### config.mk
export PLATFORM = sky130hd
export DESIGN_NAME = mhh_slot_calc
export DESIGN_NICKNAME = d
export VERILOG_FILES = /design/src/design/multistage_heavy_hitter_table_top_defines.svh /design/src/design/mhh_pkg.sv /design/src/design/mhh_slot_calc.sv
export SDC_FILE = /design/constraint.sdc
export NUM_CORES = 1
export LEC_CHECK = 0
export BUFFER_PORTS_ARGS = -buffer_cell sky130_fd_sc_hd__buf_2
export CORE_MARGIN = 2
export CORE_UTILIZATION = 53
export CTS_BUF_LIST = sky130_fd_sc_hd__clkbuf_4 sky130_fd_sc_hd__clkbuf_8 sky130_fd_sc_hd__clkbuf_16
export CTS_CLUSTER_DIAMETER = 200
export DETAILED_ROUTE_END_ITERATION = 10
export PLACE_DENSITY = 0.79
export SYNTH_ARGS = -nofsm -noshare
export SYNTH_HDL_FRONTEND = slang
export SYNTH_SLANG_ARGS = --single-unit
### constraint.sdc
create_clock -name clk -period 20.8 [get_ports clk]
set_input_delay 2.08 -clock clk [delete_from_list [all_inputs] [get_ports clk]]
set_output_delay 2.08 -clock clk [all_outputs]
set_load 0.01 [all_outputs]
### src/design/multistage_heavy_hitter_table_top_defines.svh
// ----------------------------------------------------------------------------
// Assertion macros for the multistage heavy-hitter table
// Concurrent checks on clk; one form honours rst_n, the other runs through it.
// ----------------------------------------------------------------------------
`ifndef MULTISTAGE_HEAVY_HITTER_TABLE_TOP_DEFINES_SVH
`define MULTISTAGE_HEAVY_HITTER_TABLE_TOP_DEFINES_SVH

`ifndef SYNTH

// Check a property on every rising edge outside reset
`define MHH_ASSERT(lbl, prop, msg) \
    lbl: assert property (@(posedge clk) disable iff (!rst_n) (prop)) else $error(msg);

// Check a property on every rising edge, reset included
`define MHH_ASSERT_ALWAYS(lbl, prop, msg) \
    lbl: assert property (@(posedge clk) (prop)) else $error(msg);

`else

`define MHH_ASSERT(lbl, prop, msg)
`define MHH_ASSERT_ALWAYS(lbl, prop, msg)

`endif

`endif

### src/design/mhh_pkg.sv
// ----------------------------------------------------------------------------
// mhh_pkg
// Shared widths, hash constants, result codes and types of the heavy-hitter
// table.
// ----------------------------------------------------------------------------
`default_nettype none

package mhh_pkg;

    // Fixed geometry and field widths
    localparam int STAGE_COUNT = 4;
    localparam int STAGE_W     = 2;
    localparam int FP_W        = 32;
    localparam int RW_W        = 31;
    localparam int CNT_W       = 32;
    localparam int ACT_W       = 2;
    localparam int PROBE_W     = 3;

    // Slot hash: bits SLOT_SHIFT and up of the 32-bit product
    localparam int SLOT_SHIFT  = 15;
    localparam int HASH_W      = 32 - SLOT_SHIFT;

    localparam logic [31:0] STAGE_MULT [STAGE_COUNT] = '{
        32'h04C1_1DB7, 32'h1EDC_6F41, 32'hA833_982B, 32'h8141_41AB
    };

    // Counts saturate here
    localparam logic [CNT_W-1:0] SAT_COUNT = 32'h8000_0000;

    // Result action codes
    localparam logic [ACT_W-1:0] ACT_CLAIMED     = 2'd0;
    localparam logic [ACT_W-1:0] ACT_INCREMENTED = 2'd1;
    localparam logic [ACT_W-1:0] ACT_REPLACED    = 2'd2;
    localparam logic [ACT_W-1:0] ACT_KEPT        = 2'd3;

    // Probe totals when every stage missed
    localparam logic [PROBE_W-1:0] PROBES_ALL      = 3'd4;
    localparam logic [PROBE_W-1:0] PROBES_REPLACED = 3'd5;

    // One table entry: count in the upper word, fingerprint in the lower
    typedef struct packed {
        logic [CNT_W-1:0] count;
        logic [FP_W-1:0]  key;
    } entry_t;

    typedef enum logic [2:0] {
        ST_CLEAR,
        ST_IDLE,
        ST_SLOT,
        ST_DECIDE,
        ST_FINISH
    } state_t;

endpackage

`default_nettype wire

### src/design/mhh_slot_calc.sv
// ----------------------------------------------------------------------------
// mhh_slot_calc
// Pipeline that turns a fingerprint into one slot per stage:
// multiplicative hash, then reduction modulo the stage depth by reciprocal
// multiply with a single correction step.
// ----------------------------------------------------------------------------
`default_nettype none

module mhh_slot_calc #(
    parameter  int STAGE_DEPTH = 8192,
    localparam int IDX_W       = $clog2(STAGE_DEPTH)
) (
    input  logic                      clk,
    input  logic                      rst_n,
    input  logic                      start,
    input  logic [mhh_pkg::FP_W-1:0]  fingerprint,
    output logic                      done,
    output logic [IDX_W-1:0]          slot [mhh_pkg::STAGE_COUNT]
);

    localparam int HW = mhh_pkg::HASH_W;
    localparam int SC = mhh_pkg::STAGE_COUNT;

    // floor(2^HW / depth): the quotient estimate is low by at most one
    localparam int              RECIP   = (1 << HW) / STAGE_DEPTH;
    localparam logic [HW-1:0]   RECIP_L = HW'(RECIP);
    localparam logic [HW:0]     DEPTH_L = (HW + 1)'(STAGE_DEPTH);

    logic [4:0]               vld_reg;
    logic [4:0]               vld_next;
    logic [mhh_pkg::FP_W-1:0] fp_reg;
    logic [HW-1:0]            hv_reg    [SC];
    logic [HW-1:0]            hv_next   [SC];
    logic [HW-1:0]            hvd_reg   [SC];
    logic [HW-1:0]            q_reg     [SC];
    logic [HW-1:0]            q_next    [SC];
    logic [HW-1:0]            rest_reg  [SC];
    logic [HW-1:0]            rest_next [SC];
    logic [IDX_W-1:0]         slot_reg  [SC];
    logic [IDX_W-1:0]         slot_next [SC];

    // Advance the stage valid bits
    assign vld_next = {vld_reg[3:0], start};

    always_ff @(posedge clk or negedge rst_n)
    begin
        if (!rst_n)
        begin
            vld_reg <= '0;
        end
        else
        begin
            vld_reg <= vld_next;
        end
    end

    // Per-stage arithmetic of each pipeline step
    always_comb
    begin
        logic [31:0]       h;
        logic [2*HW-1:0]   qm;
        logic [2*HW:0]     qd;
        logic [HW:0]       r;
        for (int s = 0; s < SC; s++)
        begin
            h            = fp_reg * mhh_pkg::STAGE_MULT[s];
            hv_next[s]   = h[31:mhh_pkg::SLOT_SHIFT];
            qm           = hv_reg[s] * RECIP_L;
            q_next[s]    = qm[2*HW-1:HW];
            qd           = q_reg[s] * DEPTH_L;
            rest_next[s] = hvd_reg[s] - qd[HW-1:0];
            r            = {1'b0, rest_reg[s]};
            if (r >= DEPTH_L)
            begin
                r = r - DEPTH_L;
            end
            slot_next[s] = r[IDX_W-1:0];
        end
    end

    // Hold each step's data until its valid bit moves it on
    always_ff @(posedge clk)
    begin
        if (start)
        begin
            fp_reg <= fingerprint;
        end
        for (int s = 0; s < SC; s++)
        begin
            if (vld_reg[0])
            begin
                hv_reg[s] <= hv_next[s];
            end
            if (vld_reg[1])
            begin
                q_reg[s]   <= q_next[s];
                hvd_reg[s] <= hv_reg[s];
            end
            if (vld_reg[2])
            begin
                rest_reg[s] <= rest_next[s];
            end
            if (vld_reg[3])
            begin
                slot_reg[s] <= slot_next[s];
            end
        end
    end

    assign done = vld_reg[4];
    assign slot = slot_reg;

endmodule

`default_nettype wire

==> metrics.txt, run 1 <==
slew margin rel.=27.89%; CP Buf/Inv Count=4; IO Port Bufs=83; Syn. warnings=0; antenna cells=0; Final ANT Viol Nets=0; clock root buffer=clkbuf_16; WL per Instance=20.11 um; initial antenna violation count=0; 1st-iter DRT viols=733; largest net degree at the start of global routing=54; post-synthesis cell count=2,259; first-pass GRT wire length=98,460 um; Hold Violations, Final=0; clock skew=9.014 ps; Critical Path Sink Type=flip-flop; Synth Cell Area=0.02710 mm^2; WP data required=21,070 ps; CTS Buffer Depth=3; final net count=3,317; Worst-Skew Late Latency=530 ps; clock sink count=241; area grow syn2layout=7.996%; Min Hold Slack=413.2 ps; vias=15,750; syn nets=3,186; FFs w/ async S/R, synth=2.075%; Initial Util=53.91%; Final GP Congestion=0.9517; final worst path period share=35.78%; post-CTS resize count=0; fillers=4,128; DRT Wirelength=61,930 um; global router's overall resource usage=24.90%; outcome=completed; fin crit period=7442 ps; max cap viols=0; Post-CTS Setup Bufs=0; CP startpoint kind=flip-flop; Worst-path clk slew=60 ps; Critical Path AT=7710 ps; Yosys cell types=53; fin. max-slew vios=0; die area=0.05296 mm^2; Slowest-stage cell, CP=edfxtp_1; I/O pins=88; worst-margin pin slew=1068 ps; most frequent CP cell=fa_1; num rows=82; number of global-route vias before repair=17,670; Multi-input gate area=0.01694 mm^2; number of synthesized flops with an enable pin=236; worst setup path class=flip-flop to flip-flop; hpwl dp=51,350 um; Synth Flop Type=edfxtp_1; Seq/Total Area, Yosys=26.61%; Clock H-tree levels=1; RSZ-0062 raised after global routing=false; CP Cell Sequence=ha_1 -> ha_1 -> ha_1 -> inv_1 -> fa_1 -> inv_1 -> fa_1 -> inv_1 -> fa_1 -> fa_1 -> inv_1 -> fa_1 -> ha_1 -> and3_1 -> a221o_1 -> a32oi_1 -> o21ai_1 -> o221ai_2 -> o2111ai_2 -> a21oi_2 -> xnor2_1; Reg area=0.007217 mm^2; CTS tree=done; layout cells sized above 1=6.813%; Crit Path Max Fanout=10; CTS Hold Bufs=0; GRT overflow=0; DR vias/cell=5.116; setup total negative slack=0 ps; fmax=134.4 MHz; min-delay worst type=flip-flop to flip-flop; CP peak stage delay=960 ps; critical path's top delay family=adder cells; final setup fails=0; die width=230.1 um; core area=0.05027 mm^2; TritonRoute pass-1 iters=5; drt drc=0; die outline height=230.1 um; synthesized area per cell=12.00 um^2; FF+latch count, synth=241; CTS Buf Count=25
synth_stat cells, types with 3 or more instances:
cell type	number	share of area, %
inv_1	786	11
fa_1	446	33
ha_1	446	21
edfxtp_1	236	26
xnor2_1	106	3.4
a21oi_1	33	0.61
nor2_1	28	0.39
xor2_1	23	0.74
nand2_1	19	0.26
o21ai_0	14	0.26
nor3_1	12	0.22
a21o_1	10	0.28
o21a_1	9	0.25
and3_1	8	0.18
nand3_1	7	0.13
a211oi_1	6	0.17
a211o_1	5	0.16
dfrtp_1	5	0.46
a31oi_1	4	0.092
nand4_1	4	0.092
nor2b_1	4	0.092
a21oi_2	3	0.097
nand2b_1	3	0.069
o211ai_1	3	0.083
o21ai_1	3	0.055
metrics by stage:
stage          setup slack (ps)  cell area (um^2)  utilization, %  instances
6_report                  13360             29270           58.22       3079
3_3_place_gp              13570             28520           56.73       3035
5_1_grt                   13180             29270           58.22       3079
4_1_cts                   13430             29270           58.22       3079
3_5_place_dp              13460             28520           56.73       3035
2_1_floorplan             14290             27100               -       2259
cell type report:
type	instances	area share (%)
clock buffers	34	2.368
clock inverters	10	0.1881
inverters	786	10.08
multi-input cells	1232	57.87
flip-flops and latches	241	24.66
well taps	672	2.873
repair buffers	104	1.958
worst paths after layout:
check / start / cells after the start / slack, ps / end
worst max register to register: fp_reg[4] / 21 / 13360 / hv_reg[2][12]
worst min register to register: rest_reg[3][4] / 0 / 410 / slot[4]
worst min-delay path: rest_reg[3][4] / 0 / 410 / slot[4]
max in group asynchronous: rst_n / 1 / 19240 / vld_reg[3]
min in group asynchronous: rst_n / 1 / 1380 / vld_reg[0]
worst max-delay path: fp_reg[4] / 21 / 13360 / hv_reg[2][12]
layer usage:
layer  up-vias  global-route usage [%]  share of wire [%]
met5         -                       0                  0
met4         0                   7.520                3.4
met3        97                   3.596                5.3
met2       376                   43.01                 50
met1      8089                   32.65                 42
li1       7189                       -                  -
cell usage in the layout (no fill, tap or decap), types with 10 or more instances in the layout:
cell type  Yosys  final
buf_4          0     21
o21ai_0       14     14
ha_1         446    446
xor2_1        23     23
xnor2_1      106    106
nor3_1        12     12
clkbuf_16      0     25
nand2_1       19     19
nor2_1        28     28
inv_1        786    786
edfxtp_1     236    236
a21oi_1       33     33
fa_1         446    446
a21o_1        10     10
buf_2          0     83
cell families (layout without fill, tap and decap cells):
logic type	Yosys count	after routing	share of synthesized area, %
flip-flops	241	241	26.61
XOR/XNOR	131	131	4.289
multiplexers	1	1	0.03694
buffers and inverters	786	934	10.89
AND/OR/NAND/NOR	96	96	1.722
adder cells (fa/ha/maj)	892	892	53.54
AO/OA/AOI/OAI	112	112	2.918
Power of run 1 is left out: the tool's default activity adds up to more than one toggle a clock period on the data nets, which glitch-free logic cannot reach.
==> run 2: changes to the inputs <==
--- a/config.mk
+++ b/config.mk
@@ -11,7 +11,7 @@
 export CTS_BUF_LIST = sky130_fd_sc_hd__clkbuf_4 sky130_fd_sc_hd__clkbuf_8 sky130_fd_sc_hd__clkbuf_16
 export CTS_CLUSTER_DIAMETER = 200
 export DETAILED_ROUTE_END_ITERATION = 10
-export PLACE_DENSITY = 0.79
+export PLACE_DENSITY = 0.81
 export SYNTH_ARGS = -nofsm -noshare
 export SYNTH_HDL_FRONTEND = slang
 export SYNTH_SLANG_ARGS = --single-unit
==> constraint.sdc (replaced) <==
create_clock -name clk -period 6.4 [get_ports clk]
set_input_delay 0.64 -clock clk [delete_from_list [all_inputs] [get_ports clk]]
set_output_delay 0.64 -clock clk [all_outputs]
set_load 0.01 [all_outputs]
==> run 2 against run 1 <==
Net effect:
- global-route usage increased by 2.0 points
- hold slack got worse by 180 ps
- critical endpoint is now hv_reg[1][12]
- critical path type unchanged
- flip-flop and latch count stayed put
- register-to-register slack lost 13000 ps
- wire length grew 9.4%
- die area did not move
- first-iteration DRC count increased by 17%
- critical path depth up 1
==> metrics.txt, run 2 (synthesized netlist as in run 1, its figures left out) <==
outcome=completed; WL per Instance=20.80 um (+3.4%); hold_sp=fingerprint[23]; fillers=3,954 (-4.2%); initial antenna violation count=0 (unchanged); min-delay worst type=input pin to flip-flop; most frequent CP cell=fa_1; worst-margin pin slew=841.5 ps (-226.1 ps); DRT Wirelength=67,750 um (+9.4%); num rows=82 (unchanged); first-pass GRT wire length=104,800 um (+6.5%); clock root buffer=clkbuf_16; antenna cells=0 (unchanged); die area=0.05296 mm^2 (unchanged); Final GP Congestion=0.9840 (+3.4%); CP Cell Sequence=inv_2 -> fa_1 -> inv_2 -> fa_1 -> inv_1 -> fa_1 -> inv_2 -> fa_1 -> inv_1 -> fa_1 -> inv_2 -> fa_1 -> fa_1 -> inv_2 -> fa_1 -> inv_2 -> ha_4 -> o2111a_1 -> o21ai_2 -> a31oi_4 -> mux2i_1 -> nand4_1; final net count=3,494 (+5.3%); CP peak stage delay=570 ps (-390 ps); CTS tree=done; core area=0.05027 mm^2 (unchanged); TritonRoute pass-1 iters=5 (unchanged); Critical Path AT=6590 ps (-1120 ps); largest net degree at the start of global routing=53 (-1.9%); slew margin rel.=43.90% (+16 points); Worst-path clk slew=60 ps (about the same); most frequent cells in the layout=inv_1 (770), fa_1 (438), ha_1 (434); CP startpoint kind=flip-flop; die width=230.1 um (unchanged); Cells after DPL=3,194 (+5.2%); hpwl dp=58,260 um (+13%); worst setup path class=flip-flop to flip-flop; fin crit period=6278 ps (-1164 ps); WP data required=6710 ps (-14,360 ps); Crit Path Max Fanout=4 (-6); area grow syn2layout=15.07%; fin. max-slew vios=0 (unchanged); Clock H-tree levels=1 (unchanged); I/O pins=88 (unchanged); Non-Filler Instances=3,258 (+5.8%); clock skew=20.16 ps (+11.15 ps); global router's overall resource usage=26.94% (+2.0 points); Multi-input gate area=0.01725 mm^2 (+1.9%); origin of the critical flop-to-flop path=fp_reg[12]; CTS Buf Count=25 (unchanged); Worst Setup SP=fp_reg[12]; max cap viols=0 (unchanged); Critical Path Sink Type=flip-flop; vias=16,520 (+4.9%); RSZ-0062 raised after global routing=true; layout cells sized above 1=15.24% (+8.4 points); Reg area=0.007217 mm^2 (unchanged); 1st-iter DRT viols=856 (+17%); DR vias/cell=5.072 (-0.86%); fmax=159.3 MHz (+19%); final setup fails=0 (unchanged); drt drc=0 (unchanged); Worst-Skew Late Latency=570 ps (+40 ps); Initial Util=53.91% (unchanged); CTS Buffer Depth=3 (unchanged); Final ANT Viol Nets=0 (unchanged); IO Port Bufs=83 (unchanged); Slowest-stage cell, CP=fa_1; number of global-route vias before repair=18,470 (+4.5%); die outline height=230.1 um (unchanged); final worst path period share=98.09% (+62 points); commonest non-fill, non-tap cell in the layout=inv_1; Hold Violations, Final=0 (unchanged); GRT overflow=0 (unchanged); clock sink count=241 (unchanged)
[run 2: changes by cell type in the layout (fill, tap and decap cells not counted), sizes merged]
| cell | previous run | this run |
|---|---|---|
| clkinvlp | 0 | 4 |
| clkbuf | 34 | 30 |
| inv | 788 | 785 |
| buf | 104 | 280 |
| clkinv | 8 | 10 |
| bufinv | 0 | 3 |
| dlygate4sd3 | 0 | 1 |
[run 2: worst max-delay path: cells and delay by family (launching register included)]
| family | cells | cell delay [ps] |
|---|---|---|
| buffers and inverters | 8 | 450 |
| adder cells (fa/ha/maj) | 9 | 4310 |
| flip-flops | 1 | 470 |
| AO/OA/AOI/OAI | 3 | 480 |
| AND/OR/NAND/NOR | 1 | 100 |
| multiplexers | 1 | 210 |
[run 2: final timing paths]
path,to,slack [ps],cells past startpoint
min in group asynchronous,vld_reg[1],400,2
hold / removal,fp_reg[23],240,1
hold reg to reg,vld_reg[2],390,0
setup / recovery,hv_reg[1][12],120,22
setup reg to reg,hv_reg[1][12],120,22
max in group asynchronous,vld_reg[3],5860,2
[run 2: metal layers]
| metal | share of wire [%] | up-vias | GRT usage, % |
|---|---|---|---|
| li1 | - | 7559 | - |
| met1 | 40 | 8425 | 34.98 |
| met2 | 50 | 411 | 46.76 |
| met3 | 6.0 | 128 | 4.229 |
| met4 | 3.6 | 0 | 7.984 |
| met5 | 0 | - | 0 |
[run 2: final cells by class]
class | count | share of cell area, %
clock buffers | 30 | 2.126
flip-flops and latches | 241 | 23.14
multi-input cells | 1232 | 55.32
inverters | 786 | 9.496
well taps | 672 | 2.696
clock inverters | 16 | 0.5978
repair buffers | 281 | 6.620
[run 2: metrics by stage]
step	area (um^2)	worst slack (ps)	utilization, %	TNS [ps]	hold WS [ps]
2_1_floorplan	27110	38.68	-	0	344.4
3_5_place_dp	29840	-8.054	59.37	-15.86	377.9
6_report	31190	122.1	62.03	0	237.9
4_1_cts	30720	2.159	61.10	0	211.0
5_1_grt	31190	-55.64	62.03	-105.4	217.6
3_3_place_gp	29840	32.99	59.37	0	372.6
[run 2: what timing repair did]
| item | 4_1_cts | 5_1_grt |
|---|---|---|
| setup endpoints to repair | 6 | 25 |
| hold endpoints to repair | 5 | 0 |
| gates resized for setup | 2 | 66 |
| hold buffers | 1 | 0 |
| pin swaps | 0 | 33 |
| setup buffers | 1 | 16 |
Power of run 2 is left out for the same reason.
==> run 3: changes to the inputs <==
--- a/config.mk
+++ b/config.mk
@@ -11,6 +11,7 @@
 export CTS_BUF_LIST = sky130_fd_sc_hd__clkbuf_4 sky130_fd_sc_hd__clkbuf_8 sky130_fd_sc_hd__clkbuf_16
 export CTS_CLUSTER_DIAMETER = 200
 export DETAILED_ROUTE_END_ITERATION = 10
+export MAX_ROUTING_LAYER = met4
 export PLACE_DENSITY = 0.81
 export SYNTH_ARGS = -nofsm -noshare
 export SYNTH_HDL_FRONTEND = slang
==> run 3 against run 2 <==
Net effect:
- global-route usage increased by 1.4 points
- largest cell class unchanged
- die area did not move
- sequential share of layout area shrank 0.16 points
- maximum frequency down 2.9%
- the run now ends with negative setup slack left
==> metrics.txt, run 3 (synthesized netlist as in run 1, its figures left out) <==
I/O pins=88 (unchanged); Crit Path Max Fanout=5 (+1); CTS Buf Count=24 (-4.0%); CP Cell Sequence=clkinvlp_4 -> fa_2 -> inv_2 -> fa_1 -> inv_1 -> fa_1 -> inv_2 -> fa_1 -> fa_1 -> fa_1 -> fa_1 -> inv_1 -> fa_1 -> inv_2 -> ha_4 -> o2111a_1 -> o21ai_2 -> a31oi_4 -> mux2i_1 -> nand4_1; Critical Path Sink Type=flip-flop; area grow syn2layout=15.88%; CP peak stage delay=590 ps (+20 ps); Worst R2R End=hv_reg[1][12]; clock sink count=241 (unchanged); drt drc=0 (unchanged); die outline height=230.1 um (unchanged); origin of the critical flop-to-flop path=fp_reg[13]; Clock H-tree levels=1 (unchanged); final worst path period share=101.1% (+3.0 points); layout cells sized above 1=17.32% (+2.1 points); max cap viols=0 (unchanged); initial antenna violation count=0 (unchanged); global router's overall resource usage=28.36% (+1.4 points); Critical Path AT=6760 ps (+170 ps); hold_sp=fingerprint[26]; WL per Instance=21.18 um (+1.9%); vias=16,750 (+1.3%); CTS Buffer Depth=3 (unchanged); worst setup path class=flip-flop to flip-flop; outcome=complete, but fails checks; number of global-route vias before repair=18,700 (+1.2%); final net count=3,526 (+0.92%); TritonRoute pass-1 iters=5 (unchanged); CP startpoint kind=flip-flop; GRT overflow=0 (unchanged); R2R setup slack=-70 ps (-190 ps); DRT Wirelength=69,650 um (+2.8%); 1st-iter DRT viols=875 (+2.2%); WHS Endpoint=fp_reg[26]; Multi-input gate area=0.01738 mm^2 (+0.73%); RSZ-0062 raised after global routing=true; critical path's top delay family=adder cells; clock root buffer=clkbuf_16; hold-critical path depth=1 (unchanged); fmax=154.6 MHz (-2.9%); Initial Util=53.91% (unchanged); fin crit period=6469 ps (+190.6 ps); Worst-path clk slew=70 ps (about the same); most frequent CP cell=fa_1; Worst-Skew Late Latency=560 ps (about the same); Reg area=0.007217 mm^2 (unchanged); hpwl dp=59,970 um (+2.9%); WP data required=6690 ps (-20 ps); worst-margin pin slew=847.4 ps (+5.820 ps); num rows=82 (unchanged); Hold Violations, Final=0 (unchanged); Final ANT Viol Nets=0 (unchanged); fillers=3,985 (+0.78%); post-route setup slack=-68.54 ps (-190.6 ps); most frequent cells in the layout=inv_1 (762), fa_1 (437), ha_1 (422); setup total negative slack=-171.7 ps (-171.7 ps); die width=230.1 um (unchanged); final setup fails=4 (+4); core area=0.05027 mm^2 (unchanged); slew margin rel.=43.51% (-0.39 points); Slowest-stage cell, CP=fa_2; CTS tree=done; commonest non-fill, non-tap cell in the layout=inv_1; antenna cells=0 (unchanged); Worst R2R Path Depth=20 (-9.1%); fin. max-slew vios=0 (unchanged); first-pass GRT wire length=107,300 um (+2.4%); failing checks=negative setup slack; Worst Setup SP=fp_reg[13]; DR vias/cell=5.093 (+0.42%); largest net degree at the start of global routing=53 (unchanged); Final GP Congestion=1.032 (+4.8%); IO Port Bufs=83 (unchanged); die area=0.05296 mm^2 (unchanged); clock skew=11.49 ps (-8.672 ps); CP Buf/Inv Count=6 (-2); min-delay worst type=input pin to flip-flop
## run 3: changes by cell type in the layout (fill, tap and decap cells not counted), moves of 3 or more
cell / delta
buf_4: +33
ha_1: -12
ha_2: +8
inv_1: -8
inv_2: +7
buf_12: -6
buf_6: +6
ha_4: +4
clkinv_2: +3
## run 3: cell type report
type	instances	share of cell area, %
clock inverters	16	0.3865
clock buffers	27	1.984
flip-flops and latches	241	22.98
multi-input cells	1232	55.34
inverters	786	9.438
well taps	672	2.677
repair buffers	314	7.195
## run 3: worst max path at each step
stage	to	slack [ps]	cells past startpoint
floorplan	hv_reg[1][12]	40	22
global placement	hv_reg[3][12]	20	22
detailed placement	hv_reg[1][12]	-60	22
CTS	hv_reg[1][12]	-10	22
global route	hv_reg[1][12]	-280	20
finish	hv_reg[1][12]	-70	20
## run 3: timing repair
item | CTS | global route
cloned | 0 | 0
endpoints found under the hold margin | 5 | 0
endpoints found under the setup margin | 13 | 26
pin swaps | 6 | 35
hold buffers | 1 | 0
buffers inserted | 9 | 23
gates resized for setup | 16 | 92
## run 3: metrics by stage
step / cell area (um^2) / std cells / utilization [%] / hold WS (ps) / worst slack (ps)
2_1_floorplan: 27110 / 2259 / - / 344.4 / 38.68
3_3_place_gp: 29930 / 3213 / 59.52 / 372.2 / 20.94
3_5_place_dp: 29930 / 3213 / 59.52 / 379.9 / -56.81
4_1_cts: 30810 / 3266 / 61.28 / 226.0 / -14.53
5_1_grt: 31410 / 3288 / 62.47 / 233.7 / -281.5
6_report: 31410 / 3288 / 62.47 / 252.8 / -68.54
## run 3: per-layer routing
layer | GRT usage (%) | wire length, um | up-vias
met5 | - | 0 | -
met1 | 37.15 | 29460 | 8636
met4 | 8.690 | 2668 | 0
li1 | - | - | 7630
met3 | 2.331 | 2884 | 122
met2 | 47.36 | 34640 | 358
Power of run 3 is left out for the same reason.
